**src/rtl/ascii_signed_integer_extractor_defines.svh**
```systemverilog
// assertion macros shared by the integer extractor modules
`ifndef ASCII_SIGNED_INTEGER_EXTRACTOR_DEFINES_SVH
`define ASCII_SIGNED_INTEGER_EXTRACTOR_DEFINES_SVH

// same-cycle implication, quiet while in reset
`define ASIE_ASSERT_IMP(lbl, ante, cons, msg) \
    lbl: assert property (@(posedge aclk) disable iff (!aresetn) (ante) |-> (cons)) \
        else $error(msg);

// next-cycle implication, quiet while in reset
`define ASIE_ASSERT_NXT(lbl, ante, cons, msg) \
    lbl: assert property (@(posedge aclk) disable iff (!aresetn) (ante) |=> (cons)) \
        else $error(msg);

`endif

```
**src/rtl/asie_pkg.sv**
```systemverilog
// types, codes and constants of the signed integer extractor
package asie_pkg;

    // character codes
    localparam logic [7:0] MINUS_CHAR = 8'h2D;
    localparam logic [7:0] CHAR_ZERO  = 8'h30;
    localparam logic [7:0] CHAR_NINE  = 8'h39;

    // result status codes
    localparam logic [1:0] ST_OK        = 2'd0;
    localparam logic [1:0] ST_NO_DIGITS = 2'd1;
    localparam logic [1:0] ST_RANGE     = 2'd2;
    localparam logic [1:0] ST_END_ONLY  = 2'd3;

    // register indexes
    localparam int unsigned CFG_IDX_W = 2;
    localparam logic [CFG_IDX_W-1:0] CFG_SKIP_ENABLE = 2'd0;
    localparam logic [CFG_IDX_W-1:0] CFG_SKIP_BYTE   = 2'd1;
    localparam logic [CFG_IDX_W-1:0] CFG_WIDE_VALUES = 2'd2;
    localparam int unsigned CFG_DATA_W = 8;
    localparam logic [7:0] SKIP_BYTE_RESET = 8'd44;

    // magnitude limits, positive and negative, per range
    localparam logic [63:0] POS_LIMIT_32 = 64'h0000_0000_7FFF_FFFF;
    localparam logic [63:0] NEG_LIMIT_32 = 64'h0000_0000_8000_0000;
    localparam logic [63:0] POS_LIMIT_64 = 64'h7FFF_FFFF_FFFF_FFFF;
    localparam logic [63:0] NEG_LIMIT_64 = 64'h8000_0000_0000_0000;

    // queue between front and back
    localparam int unsigned FIFO_DEPTH = 2;
    localparam int unsigned FIFO_PTR_W = $clog2(FIFO_DEPTH);
    localparam int unsigned FIFO_CNT_W = $clog2(FIFO_DEPTH + 1);

    typedef struct packed {
        logic [7:0] text_byte;
        logic       string_end;
    } asie_in_t;

    typedef struct packed {
        logic signed [63:0] number;
        logic [1:0]         status;
        logic               final_res;
    } asie_out_t;

    // one closed run, as handed from front to back
    typedef struct packed {
        logic [63:0] magnitude;
        logic        saw_digit;
        logic        is_negative;
        logic        range_exceeded;
        logic        wide_values;
        logic        end_only;
        logic        final_res;
    } asie_cmd_t;

endpackage

```
**src/rtl/ascii_signed_integer_extractor.sv**
```systemverilog
// top level: signed decimal integer extractor over a byte stream
// a word that closes a run or ends a string is written into the queue and from there
//   into the output register that drives m_valid; other words give no result
// throughput: one byte per cycle while the queue has room, set by the accumulate-by-ten add in the front
// a two-entry queue and the output register let both sides stall independently
// reset clears run state and queue, and sets registers to skip off, comma, 32-bit
module ascii_signed_integer_extractor (
    input  logic                              aclk,
    input  logic                              aresetn,
    input  logic                              s_valid,
    output logic                              s_ready,
    input  asie_pkg::asie_in_t                s_data,
    output logic                              m_valid,
    input  logic                              m_ready,
    output asie_pkg::asie_out_t               m_data,
    input  logic                              cfg_valid,
    output logic                              cfg_ready,
    input  logic [asie_pkg::CFG_IDX_W-1:0]    cfg_index,
    input  logic [asie_pkg::CFG_DATA_W-1:0]   cfg_data
);

    logic                 fifo_full;
    logic                 fifo_empty;
    logic                 push;
    logic                 pop;
    asie_pkg::asie_cmd_t  push_cmd;
    asie_pkg::asie_cmd_t  pop_cmd;

    // register writes are always taken
    assign cfg_ready = 1'b1;

    asie_front u_front (
        .aclk      (aclk),
        .aresetn   (aresetn),
        .cfg_valid (cfg_valid),
        .cfg_index (cfg_index),
        .cfg_data  (cfg_data),
        .in_valid  (s_valid),
        .in_data   (s_data),
        .in_ready  (s_ready),
        .fifo_full (fifo_full),
        .push      (push),
        .cmd       (push_cmd)
    );

    asie_fifo u_fifo (
        .aclk      (aclk),
        .aresetn   (aresetn),
        .push      (push),
        .push_data (push_cmd),
        .full      (fifo_full),
        .pop       (pop),
        .pop_data  (pop_cmd),
        .empty     (fifo_empty)
    );

    asie_back u_back (
        .aclk       (aclk),
        .aresetn    (aresetn),
        .fifo_empty (fifo_empty),
        .cmd        (pop_cmd),
        .pop        (pop),
        .m_valid    (m_valid),
        .m_ready    (m_ready),
        .m_data     (m_data)
    );

endmodule

```
**src/rtl/asie_front.sv**
```systemverilog
// front end: config registers, byte classification and run accumulation
`include "ascii_signed_integer_extractor_defines.svh"

module asie_front (
    input  logic                              aclk,
    input  logic                              aresetn,
    input  logic                              cfg_valid,
    input  logic [asie_pkg::CFG_IDX_W-1:0]    cfg_index,
    input  logic [asie_pkg::CFG_DATA_W-1:0]   cfg_data,
    input  logic                              in_valid,
    input  asie_pkg::asie_in_t                in_data,
    output logic                              in_ready,
    input  logic                              fifo_full,
    output logic                              push,
    output asie_pkg::asie_cmd_t               cmd
);

    logic        skip_enable_reg;
    logic [7:0]  skip_byte_reg;
    logic        wide_values_reg;

    logic        run_open_reg, run_open_next;
    logic        saw_digit_reg, saw_digit_next;
    logic        is_negative_reg, is_negative_next;
    logic [63:0] magnitude_reg, magnitude_next;
    logic        range_exceeded_reg, range_exceeded_next;

    logic        in_acc;
    logic        is_digit;
    logic        skipped;
    logic        emit;
    logic [3:0]  digit;
    logic [67:0] acc_sum;
    logic        acc_ovf;

    // updated run state after this word
    logic        upd_open;
    logic        upd_saw;
    logic        upd_neg;
    logic [63:0] upd_mag;
    logic        upd_rexc;

    assign in_ready = !fifo_full;
    assign in_acc   = in_valid && in_ready;

    // config writes
    always_ff @(posedge aclk) begin
        if (!aresetn) begin
            skip_enable_reg <= 1'b0;
            skip_byte_reg   <= asie_pkg::SKIP_BYTE_RESET;
            wide_values_reg <= 1'b0;
        end else if (cfg_valid) begin
            case (cfg_index)
                asie_pkg::CFG_SKIP_ENABLE: skip_enable_reg <= cfg_data[0];
                asie_pkg::CFG_SKIP_BYTE:   skip_byte_reg   <= cfg_data[7:0];
                asie_pkg::CFG_WIDE_VALUES: wide_values_reg <= cfg_data[0];
                default: ;
            endcase
        end
    end

    // classify the byte
    assign is_digit = (in_data.text_byte >= asie_pkg::CHAR_ZERO) &&
                      (in_data.text_byte <= asie_pkg::CHAR_NINE);
    assign skipped  = skip_enable_reg && (in_data.text_byte == skip_byte_reg);
    assign digit    = in_data.text_byte[3:0];

    // magnitude times ten plus digit, with carry-out as overflow
    assign acc_sum = {1'b0, magnitude_reg, 3'b000} + {3'b000, magnitude_reg, 1'b0}
                   + {64'd0, digit};
    assign acc_ovf = |acc_sum[67:64];

    // run state update
    always_comb begin
        upd_open = run_open_reg;
        upd_saw  = saw_digit_reg;
        upd_neg  = is_negative_reg;
        upd_mag  = magnitude_reg;
        upd_rexc = range_exceeded_reg;
        emit     = in_data.string_end;
        if (is_digit) begin
            upd_open = 1'b1;
            upd_saw  = 1'b1;
            if (!range_exceeded_reg) begin
                if (acc_ovf) begin
                    upd_rexc = 1'b1;
                end else begin
                    upd_mag = acc_sum[63:0];
                end
            end
        end else if (!skipped && run_open_reg) begin
            emit = 1'b1;
        end else if (!skipped && (in_data.text_byte == asie_pkg::MINUS_CHAR)) begin
            upd_open = 1'b1;
            upd_neg  = 1'b1;
        end
    end

    // closed run handed to the queue
    always_comb begin
        cmd.magnitude      = upd_mag;
        cmd.saw_digit      = upd_saw;
        cmd.is_negative    = upd_neg;
        cmd.range_exceeded = upd_rexc;
        cmd.wide_values    = wide_values_reg;
        cmd.end_only       = !upd_open;
        cmd.final_res      = in_data.string_end;
    end

    assign push = in_acc && emit;

    // next state: cleared after every emit
    always_comb begin
        run_open_next       = run_open_reg;
        saw_digit_next      = saw_digit_reg;
        is_negative_next    = is_negative_reg;
        magnitude_next      = magnitude_reg;
        range_exceeded_next = range_exceeded_reg;
        if (in_acc) begin
            if (emit) begin
                run_open_next       = 1'b0;
                saw_digit_next      = 1'b0;
                is_negative_next    = 1'b0;
                magnitude_next      = '0;
                range_exceeded_next = 1'b0;
            end else begin
                run_open_next       = upd_open;
                saw_digit_next      = upd_saw;
                is_negative_next    = upd_neg;
                magnitude_next      = upd_mag;
                range_exceeded_next = upd_rexc;
            end
        end
    end

    always_ff @(posedge aclk) begin
        if (!aresetn) begin
            run_open_reg       <= 1'b0;
            saw_digit_reg      <= 1'b0;
            is_negative_reg    <= 1'b0;
            magnitude_reg      <= '0;
            range_exceeded_reg <= 1'b0;
        end else begin
            run_open_reg       <= run_open_next;
            saw_digit_reg      <= saw_digit_next;
            is_negative_reg    <= is_negative_next;
            magnitude_reg      <= magnitude_next;
            range_exceeded_reg <= range_exceeded_next;
        end
    end

    // checks
    `ASIE_ASSERT_NXT(a_run_cleared, push, !run_open_reg && (magnitude_reg == '0), "run not cleared after emit")
    `ASIE_ASSERT_IMP(a_digit_implies_open, saw_digit_reg || is_negative_reg, run_open_reg, "run flags without open run")

endmodule

```
**src/rtl/asie_fifo.sv**
```systemverilog
// short queue of closed runs between front and back
`include "ascii_signed_integer_extractor_defines.svh"

module asie_fifo (
    input  logic                 aclk,
    input  logic                 aresetn,
    input  logic                 push,
    input  asie_pkg::asie_cmd_t  push_data,
    output logic                 full,
    input  logic                 pop,
    output asie_pkg::asie_cmd_t  pop_data,
    output logic                 empty
);

    asie_pkg::asie_cmd_t                   entry_reg [asie_pkg::FIFO_DEPTH];
    logic [asie_pkg::FIFO_PTR_W-1:0]       wr_ptr_reg, wr_ptr_next;
    logic [asie_pkg::FIFO_PTR_W-1:0]       rd_ptr_reg, rd_ptr_next;
    logic [asie_pkg::FIFO_CNT_W-1:0]       count_reg, count_next;
    logic                                  do_push;
    logic                                  do_pop;

    assign full     = (count_reg == asie_pkg::FIFO_CNT_W'(asie_pkg::FIFO_DEPTH));
    assign empty    = (count_reg == '0);
    assign do_push  = push && !full;
    assign do_pop   = pop && !empty;
    assign pop_data = entry_reg[rd_ptr_reg];

    // storage
    always_ff @(posedge aclk) begin
        if (do_push) begin
            entry_reg[wr_ptr_reg] <= push_data;
        end
    end

    // pointers and fill count
    always_comb begin
        wr_ptr_next = wr_ptr_reg;
        rd_ptr_next = rd_ptr_reg;
        count_next  = count_reg;
        if (do_push) begin
            wr_ptr_next = wr_ptr_reg + 1'b1;
        end
        if (do_pop) begin
            rd_ptr_next = rd_ptr_reg + 1'b1;
        end
        if (do_push && !do_pop) begin
            count_next = count_reg + 1'b1;
        end else if (do_pop && !do_push) begin
            count_next = count_reg - 1'b1;
        end
    end

    always_ff @(posedge aclk) begin
        if (!aresetn) begin
            wr_ptr_reg <= '0;
            rd_ptr_reg <= '0;
            count_reg  <= '0;
        end else begin
            wr_ptr_reg <= wr_ptr_next;
            rd_ptr_reg <= rd_ptr_next;
            count_reg  <= count_next;
        end
    end

    // checks
    `ASIE_ASSERT_IMP(a_no_push_when_full, push, !full, "push into full queue")
    `ASIE_ASSERT_IMP(a_count_bound, 1'b1, count_reg <= asie_pkg::FIFO_CNT_W'(asie_pkg::FIFO_DEPTH), "fill count beyond depth")

endmodule

```
**src/rtl/asie_back.sv**
```systemverilog
// back end: range check, sign and output register
`include "ascii_signed_integer_extractor_defines.svh"

module asie_back (
    input  logic                 aclk,
    input  logic                 aresetn,
    input  logic                 fifo_empty,
    input  asie_pkg::asie_cmd_t  cmd,
    output logic                 pop,
    output logic                 m_valid,
    input  logic                 m_ready,
    output asie_pkg::asie_out_t  m_data
);

    logic                 m_valid_reg, m_valid_next;
    asie_pkg::asie_out_t  m_data_reg;
    asie_pkg::asie_out_t  result;
    logic [63:0]          limit;
    logic [63:0]          neg_mag;
    logic                 out_of_range;
    logic                 load;

    // output register takes a new word when empty or being drained
    assign load = !m_valid_reg || m_ready;
    assign pop  = load && !fifo_empty;

    // limit for the selected range and sign
    always_comb begin
        case ({cmd.wide_values, cmd.is_negative})
            2'b00:   limit = asie_pkg::POS_LIMIT_32;
            2'b01:   limit = asie_pkg::NEG_LIMIT_32;
            2'b10:   limit = asie_pkg::POS_LIMIT_64;
            2'b11:   limit = asie_pkg::NEG_LIMIT_64;
            default: limit = asie_pkg::POS_LIMIT_32;
        endcase
    end

    assign out_of_range = cmd.range_exceeded || (cmd.magnitude > limit);
    assign neg_mag      = 64'd0 - cmd.magnitude;

    // status and value
    always_comb begin
        result.number    = '0;
        result.final_res = cmd.final_res;
        if (cmd.end_only) begin
            result.status = asie_pkg::ST_END_ONLY;
        end else if (!cmd.saw_digit) begin
            result.status = asie_pkg::ST_NO_DIGITS;
        end else if (out_of_range) begin
            result.status = asie_pkg::ST_RANGE;
        end else begin
            result.status = asie_pkg::ST_OK;
            result.number = cmd.is_negative ? neg_mag : cmd.magnitude;
        end
    end

    always_comb begin
        m_valid_next = m_valid_reg;
        if (load) begin
            m_valid_next = !fifo_empty;
        end
    end

    always_ff @(posedge aclk) begin
        if (!aresetn) begin
            m_valid_reg <= 1'b0;
        end else begin
            m_valid_reg <= m_valid_next;
        end
    end

    always_ff @(posedge aclk) begin
        if (pop) begin
            m_data_reg <= result;
        end
    end

    assign m_valid = m_valid_reg;
    assign m_data  = m_data_reg;

    // checks
    `ASIE_ASSERT_IMP(a_zero_unless_ok, m_valid_reg && (m_data_reg.status != asie_pkg::ST_OK), m_data_reg.number == '0, "nonzero number on error status")
    `ASIE_ASSERT_IMP(a_end_only_final, m_valid_reg && (m_data_reg.status == asie_pkg::ST_END_ONLY), m_data_reg.final_res, "end-only word without final mark")

endmodule

```
**config.mk**
```make
export PLATFORM = sky130hd
export DESIGN_NAME = ascii_signed_integer_extractor
export DESIGN_NICKNAME = d
export VERILOG_FILES = /design/src/rtl/asie_pkg.sv /design/src/rtl/ascii_signed_integer_extractor.sv /design/src/rtl/asie_front.sv /design/src/rtl/asie_fifo.sv /design/src/rtl/asie_back.sv
export VERILOG_INCLUDE_DIRS = /design/src /design/src/rtl
export SDC_FILE = /design/constraint.sdc
export NUM_CORES = 1
export LEC_CHECK = 0
export ABC_AREA = 0
export ABC_CLOCK_PERIOD_IN_PS = 6260
export BUFFER_PORTS_ARGS = -buffer_cell sky130_fd_sc_hd__buf_2
export CAP_MARGIN = 40
export CORE_UTILIZATION = 57
export CTS_CLUSTER_SIZE = 14
export DETAILED_ROUTE_END_ITERATION = 7
export PLACE_DENSITY = 0.79
export SYNTH_ARGS = -nofsm -noshare
export SYNTH_HDL_FRONTEND = slang
export SYNTH_SLANG_ARGS = --single-unit
```
**constraint.sdc**
```tcl
create_clock -name aclk -period 6.26 [get_ports aclk]
set_clock_uncertainty 0.1 [all_clocks]
set_input_delay 0.626 -clock aclk [delete_from_list [all_inputs] [get_ports aclk]]
set_output_delay 0.626 -clock aclk [all_outputs]
set_load 0.01 [all_outputs]
```
# Yosys cells after proc, flatten, opt, wreduce, memory -nomap -nowiden
# Memories as Yosys holds them, arrays and structs flattened. A register that Yosys moved wholly into a read port is not among the register bits.
# Cells that the tools add are included.
# word_totals
regBits	150
ram_bits	140
out_inout_bits	70
mem_count	1
# mem_list
name	depth	width	read_ports	rd_clocked_by_memory_dff	write_ports	line_no	source
u_fifo.entry_reg	2	70	1	1	1	asie_fifo.sv:15	asie_pkg::asie_cmd_t entry_reg [asie_pkg::FIFO_DEPTH];
# op_classes
add_sub_neg	7
order_cmp	3
n_eq_ne	8
mux	30
bitwise_logic	1
reduce_logical	30
# op_table
operator	count
$mux W64	5
$pmux W64 S4	1
$add A67 B65 Y68	1
$add A68 B4 Y68	1
$gt A64 B64 Y1	1
$sub A1 B64 Y64 const A	1
$mux W1	20
$logic_and A1 B1 Y1	11
$eq A2 B2 Y1 const B	4
$eq A8 B6 Y1 const B	1
$eq A8 B8 Y1	1
$ge A8 B6 Y1 const B	1
$le A8 B6 Y1 const B	1
$mux W2	4
$logic_not A1 Y1	7
$logic_not A2 Y1	3
$reduce_and A2 Y1	3
$eq A2 B1 Y1 const B	2
$reduce_or A4 Y1	1
$reduce_or A3 Y1	1
$add A1 B1 Y1 const B	2
$add A2 B1 Y2 const B	1
$logic_or A1 B1 Y1	2
$reduce_bool A2 Y1	1
3 further kinds	3

# Logic depth before layout (Yosys ltp)
# depth
word_depth	12
depth_mapped	25

# By module
# Synthesis repeated with hierarchy kept, for this count alone.
# unflattened
hier_cells	1841
area_unflattened_um2	19496.2
# by_module_without_submodules
mod	n_inst	cells_each	area_each_um2
asie_front	1	1004	8384.3
asie_back	1	592	5834.3
asie_fifo	1	243	5266.3
ascii_signed_integer_extractor	1	2	11.3

# Worst setup path before layout
# Ideal clock, no wire load.
# synth_path
kind	reg-to-reg
start	reg (tool-made name)
end	reg u_back.m_data_reg, in the netlist u_back.m_data[6], data pin
arrival_ns	5.991
setup_slack_ns	-0.099
path_stages_with_launch	26
n_path_buf	9
cell_sequence	dfxtp_1 buf_2 buf_4 buf_2 buf_2 buf_2 buf_1 mux2i_1 inv_1 clkbuf_1 ha_1 inv_1 ha_1 nand4_1 nor3_1 nand4_1 nor3_1 nand2_1 or4_1 o31ai_1 nor4_1 nor2_1 or2_2 clkbuf_1 clkbuf_1 nor3b_1
# synth_rtl
element	line_no	source
to (signal assigned)	asie_back.sv:74	m_data_reg <= result;
to (decl)	asie_back.sv:16	asie_pkg::asie_out_t m_data_reg;

# Worst setup path in the final report
# layout_path
start	reg u_front.magnitude_reg[0]
end	reg u_front.magnitude_reg[57]
# layout_between
elab_chain_cells	7
# layout_lines
element	line_no	source
from (decl)	asie_front.sv:25	logic [63:0] magnitude_reg, magnitude_next;
from (signal assigned)	asie_front.sv:147	magnitude_reg <= magnitude_next;
$add A67 B65 Y68 (*)	asie_front.sv:69	assign acc_sum = {1'b0, magnitude_reg, 3'b000} + {3'b000, magnitude_reg, 1'b0}
$add A68 B4 Y68 (*)	asie_front.sv:70	+ {64'd0, digit};
$reduce_or A4 Y1	asie_front.sv:71	assign acc_ovf = |acc_sum[67:64];
$mux W64 (*)	asie_front.sv:85	if (acc_ovf) begin
$mux W64 (*)	asie_front.sv:84	if (!range_exceeded_reg) begin
$mux W64 (*)	asie_front.sv:81	if (is_digit) begin
$mux W64 (*)	asie_front.sv:120	if (emit) begin
# Every way passes the cells marked *; elsewhere a longest branch is shown, timed or not.
# A chain may end at the register's enable or synchronous reset.

==> flow_results.org <==
** Global routing
- The number of global-route vias before repair came to 13.6k.
- In the global route stage, met2 resource usage came out at 40.6%.
- Global-route wire length before repair :: 71.0 mm
- Gr busiest metal :: met2
- Met3 track utilization from global routing :: 3.78%
- Met1 global-route usage :: 38.4%
- Maximum number of pins on one net before global-route repair :: 110
- Sum of overflow across all layers after global routing :: 0
- The number of antenna violations at the first check in global routing is 0.
- Global routing consumed, over all layers together, 26.5% of the routing resources.

** Die
- Die extent in x :: 184 um
- The initial utilization of the core area, before any placement, comes to 57.9%.
- Core Area :: 32500 um^2
- Die outline height :: 184 um
- After floorplanning, the core was divided into 66 placement rows.
- Die outline area :: 33700 um^2
- Number of top-level pins :: 94

** Setup path
- Data required time at the worst endpoint :: 6.63 ns
- Data arrives at the worst endpoint at 5.58 ns.
- For this run, the slowest stage of the critical path takes 0.60 ns.
- In this run the worst path has a maximum fanout of 42.
- Walking the worst path, the cells encountered are inv_1 > fa_1 > fa_1 > nand2b_1 > a21oi_1 > o21ai_0 > and2_1 > a2111oi_4 > nand2b_2 > a311oi_1 > nor2_1 > or4b_4 > or2_2 > buf_4 > o2bb2ai_1.
- Crit path launch type :: register
- Cell type with the highest occurrence count on the critical path :: fa_1
- Critical path class :: register to register
- Worst Setup End Kind :: register
- For this design, the slowest cell found on the critical path is or4b_4.

** CTS
- Number of buffers inserted by hold repair at cts :: 0
- Reg clk slew, reported paths :: 0.06 ns
- Cell chosen for the clock root :: clkbuf_16
- Clock sink total :: 291
- Number of H-tree branching levels :: 1
- The number of clock buffers added by TritonCTS is 28.
- Buffers added to address setup during post-CTS repair amount to 0.
- Gates resized during post-CTS repair numbered 0.
- Clock latency on the worst-skew pair :: 0.56 ns
- The longest clock path from root to sink contains 3 buffers.
- CTS tree :: done

** Outcome
- Status :: finished, final reports clean

** Place
- Port buffering added 92 buffers.
- The wire-length estimate of the detail-placed layout is 33.5 mm.
- At the end of routability-driven placement, the weighted congestion stood at 0.937.

** Power and ir drop
- Max VDD drop :: 210 uV
- For this design the static power due to leakage is 8.23 nW.
- Pwr/cell area :: 297 nW/um^2

** Cells and area
- # nets final :: 2139
- Antenna cell count :: 0
- Max reg flops :: 140
- The area growth from synthesis to layout is 9.15%.
- Cells fill 63.2% of the core in the end.
- Share of layout cells above drive strength 1 :: 11.8%

** Synth
- After Yosys synthesis, full adders, half adders and majority gates account for 13.2% of the synthesized area.
- Async set or reset register ratio after synthesis :: 0%
- The synthesized design contains 207 enable-type register cells.
- Simple logic cell fraction of the synthesized area :: 13.4%
- The synthesized netlist occupies a cell area of 18800 um^2.
- The synthesized netlist devotes 17.1% of its cell area to compound gates.
- The portion of synthesized area spent on multiplexers is 4.79%.
- Unique masters post-synth :: 82
- Area share of the largest cell type after synthesis :: 33.1%
- Yosys printed 0 warnings.
- The share of the Yosys chip area taken by registers is 42.0%.
- Among all flip-flop cells after synthesis, the most frequent one is edfxtp_1.
- Top post-synthesis cells by count :: edfxtp_1 (207), ha_1 (195), nor2_1 (165), nand2_1 (155), a21oi_1 (131)
- Post-synth top area cell :: edfxtp_1
- #FFs+latches synth :: 291
- Xor/xnor share of the synthesized area :: 6.15%
- After synthesis, the largest family of logic cells by area is compound AO/OA/AOI/OAI gates.
- Mapped Avg Cell Area :: 10.1 um^2
- Synthesis produced 1869 cells.
- The most common cell in the synthesized netlist is edfxtp_1.
- Most area-consuming cells after synthesis :: edfxtp_1 (33%), ha_1 (13%), dfxtp_1 (8.9%)
- Synthesis produced a netlist with a net count of 2090.

** Route
- The detail route stage leaves a number of antenna-violating nets equal to 0.
- In the routed layout, each cell is associated on average with a via count of 6.05.
- WL/cell :: 18.7 um
- DR iter-0 viols :: 1356
- Number of detailed-routing iterations run before antenna repair :: 5
- Routed Wire Length :: 44.6 mm
- Vias post-DR :: 14.4k
- For this run, design rule violations remaining after detail routing come to 0.

** Worst hold path
- The path class of the tightest hold or removal check is input port to register.

** Timing
- In this run the tightest slew margin relative to its limit is 32.7%.
- Setup violations remaining at the end of the flow were counted as 0.
- Timing would allow up to 0.192 GHz.
- Max-slew violation count :: 0
- Summed over all failing endpoints, the final setup total negative slack is 0 ns.
- Final hold violation count :: 0
- The worst path in the final design needs a cycle of 5.21 ns, including I/O delays and setup.
- At the pin with the least slew margin, the transition time is 1.01 ns.
- Setup repair after global routing missed its margin :: false
- Final period util :: 83.2%
- Worst hold slack after final layout :: 0.180 ns

** Job
- Across the run, the number of max-cap violations was 0.
cell usage in the layout, fill, tap and decap left out, types with 44 or more instances in the layout:
master / count
a21o_1: 44
a21oi_1: 131
buf_2: 93
dfxtp_1: 83
edfxtp_1: 207
ha_1: 195
inv_1: 57
mux2_2: 44
nand2_1: 155
nor2_1: 164
nor3_1: 50
o21ai_0: 122
o2bb2ai_1: 49
xnor2_1: 88
xor2_1: 44
final cells by class:
type                            count  area, um^2
Clock buffer                       43         850
Clock inverter                      9         108
Fill cell                        2491       11900
Timing Repair Buffer              104         573
Sequential cell                   291        7900
Multi-Input combinational cell   1434       10300
Inverter                           59         225
Tap cell                          442         553
cells by family after synthesis:
group / count (synthesis)
XOR/XNOR: 132
buffers and inverters: 144
multiplexers: 84
AND/OR/NAND/NOR: 534
other: 1
AO/OA/AOI/OAI: 486
adder cells (fa/ha/maj): 197
flip-flops: 291
report_power, final:
part | internal, mW | switching (mW)
logic | 0.766 | 1.16
clock network | 1.02 | 0.719
registers | 2.35 | 0.0744
layer usage:
layer / routed length [um] / up-vias
li1: - / 7045
met3: 2990 / 82
met1: 21200 / 6789
met4: 1260 / 0
met5: 0 / -
met2: 19200 / 486
per-stage QoR:
step	power (mW)	std cells	setup slack [ns]	area (um^2)
finish	6.09	2382	1.05	20500
CTS	6.12	2382	1.10	20500
floorplan	3.89	1869	0.0170	18800
global route	6.43	2382	0.708	20500
detailed placement	4.36	2330	0.795	19600
global placement	4.33	2329	0.922	19600
worst paths after layout:
kind | start | endpoint | slack [ns] | depth (start not counted)
worst min-delay path | cfg_data[2] | u_front.skip_byte_reg[2] | 0.18 | 3
worst min register to register | u_front.saw_digit_reg | u_front.saw_digit_reg | 0.41 | 2
worst max-delay path | u_front.magnitude_reg[0] | u_front.magnitude_reg[57] | 1.05 | 15
worst max register to register | u_front.magnitude_reg[0] | u_front.magnitude_reg[57] | 1.05 | 15
worst max-delay path: cells and delay by family (launching register included):
kind	cells	cell delay (ns)
adder cells (fa/ha/maj)	2	0.98
AO/OA/AOI/OAI	5	1.19
buffers and inverters	2	0.42
AND/OR/NAND/NOR	6	2.01
flip-flops	1	0.39
Note: power is estimated with default switching activity, not from simulation.
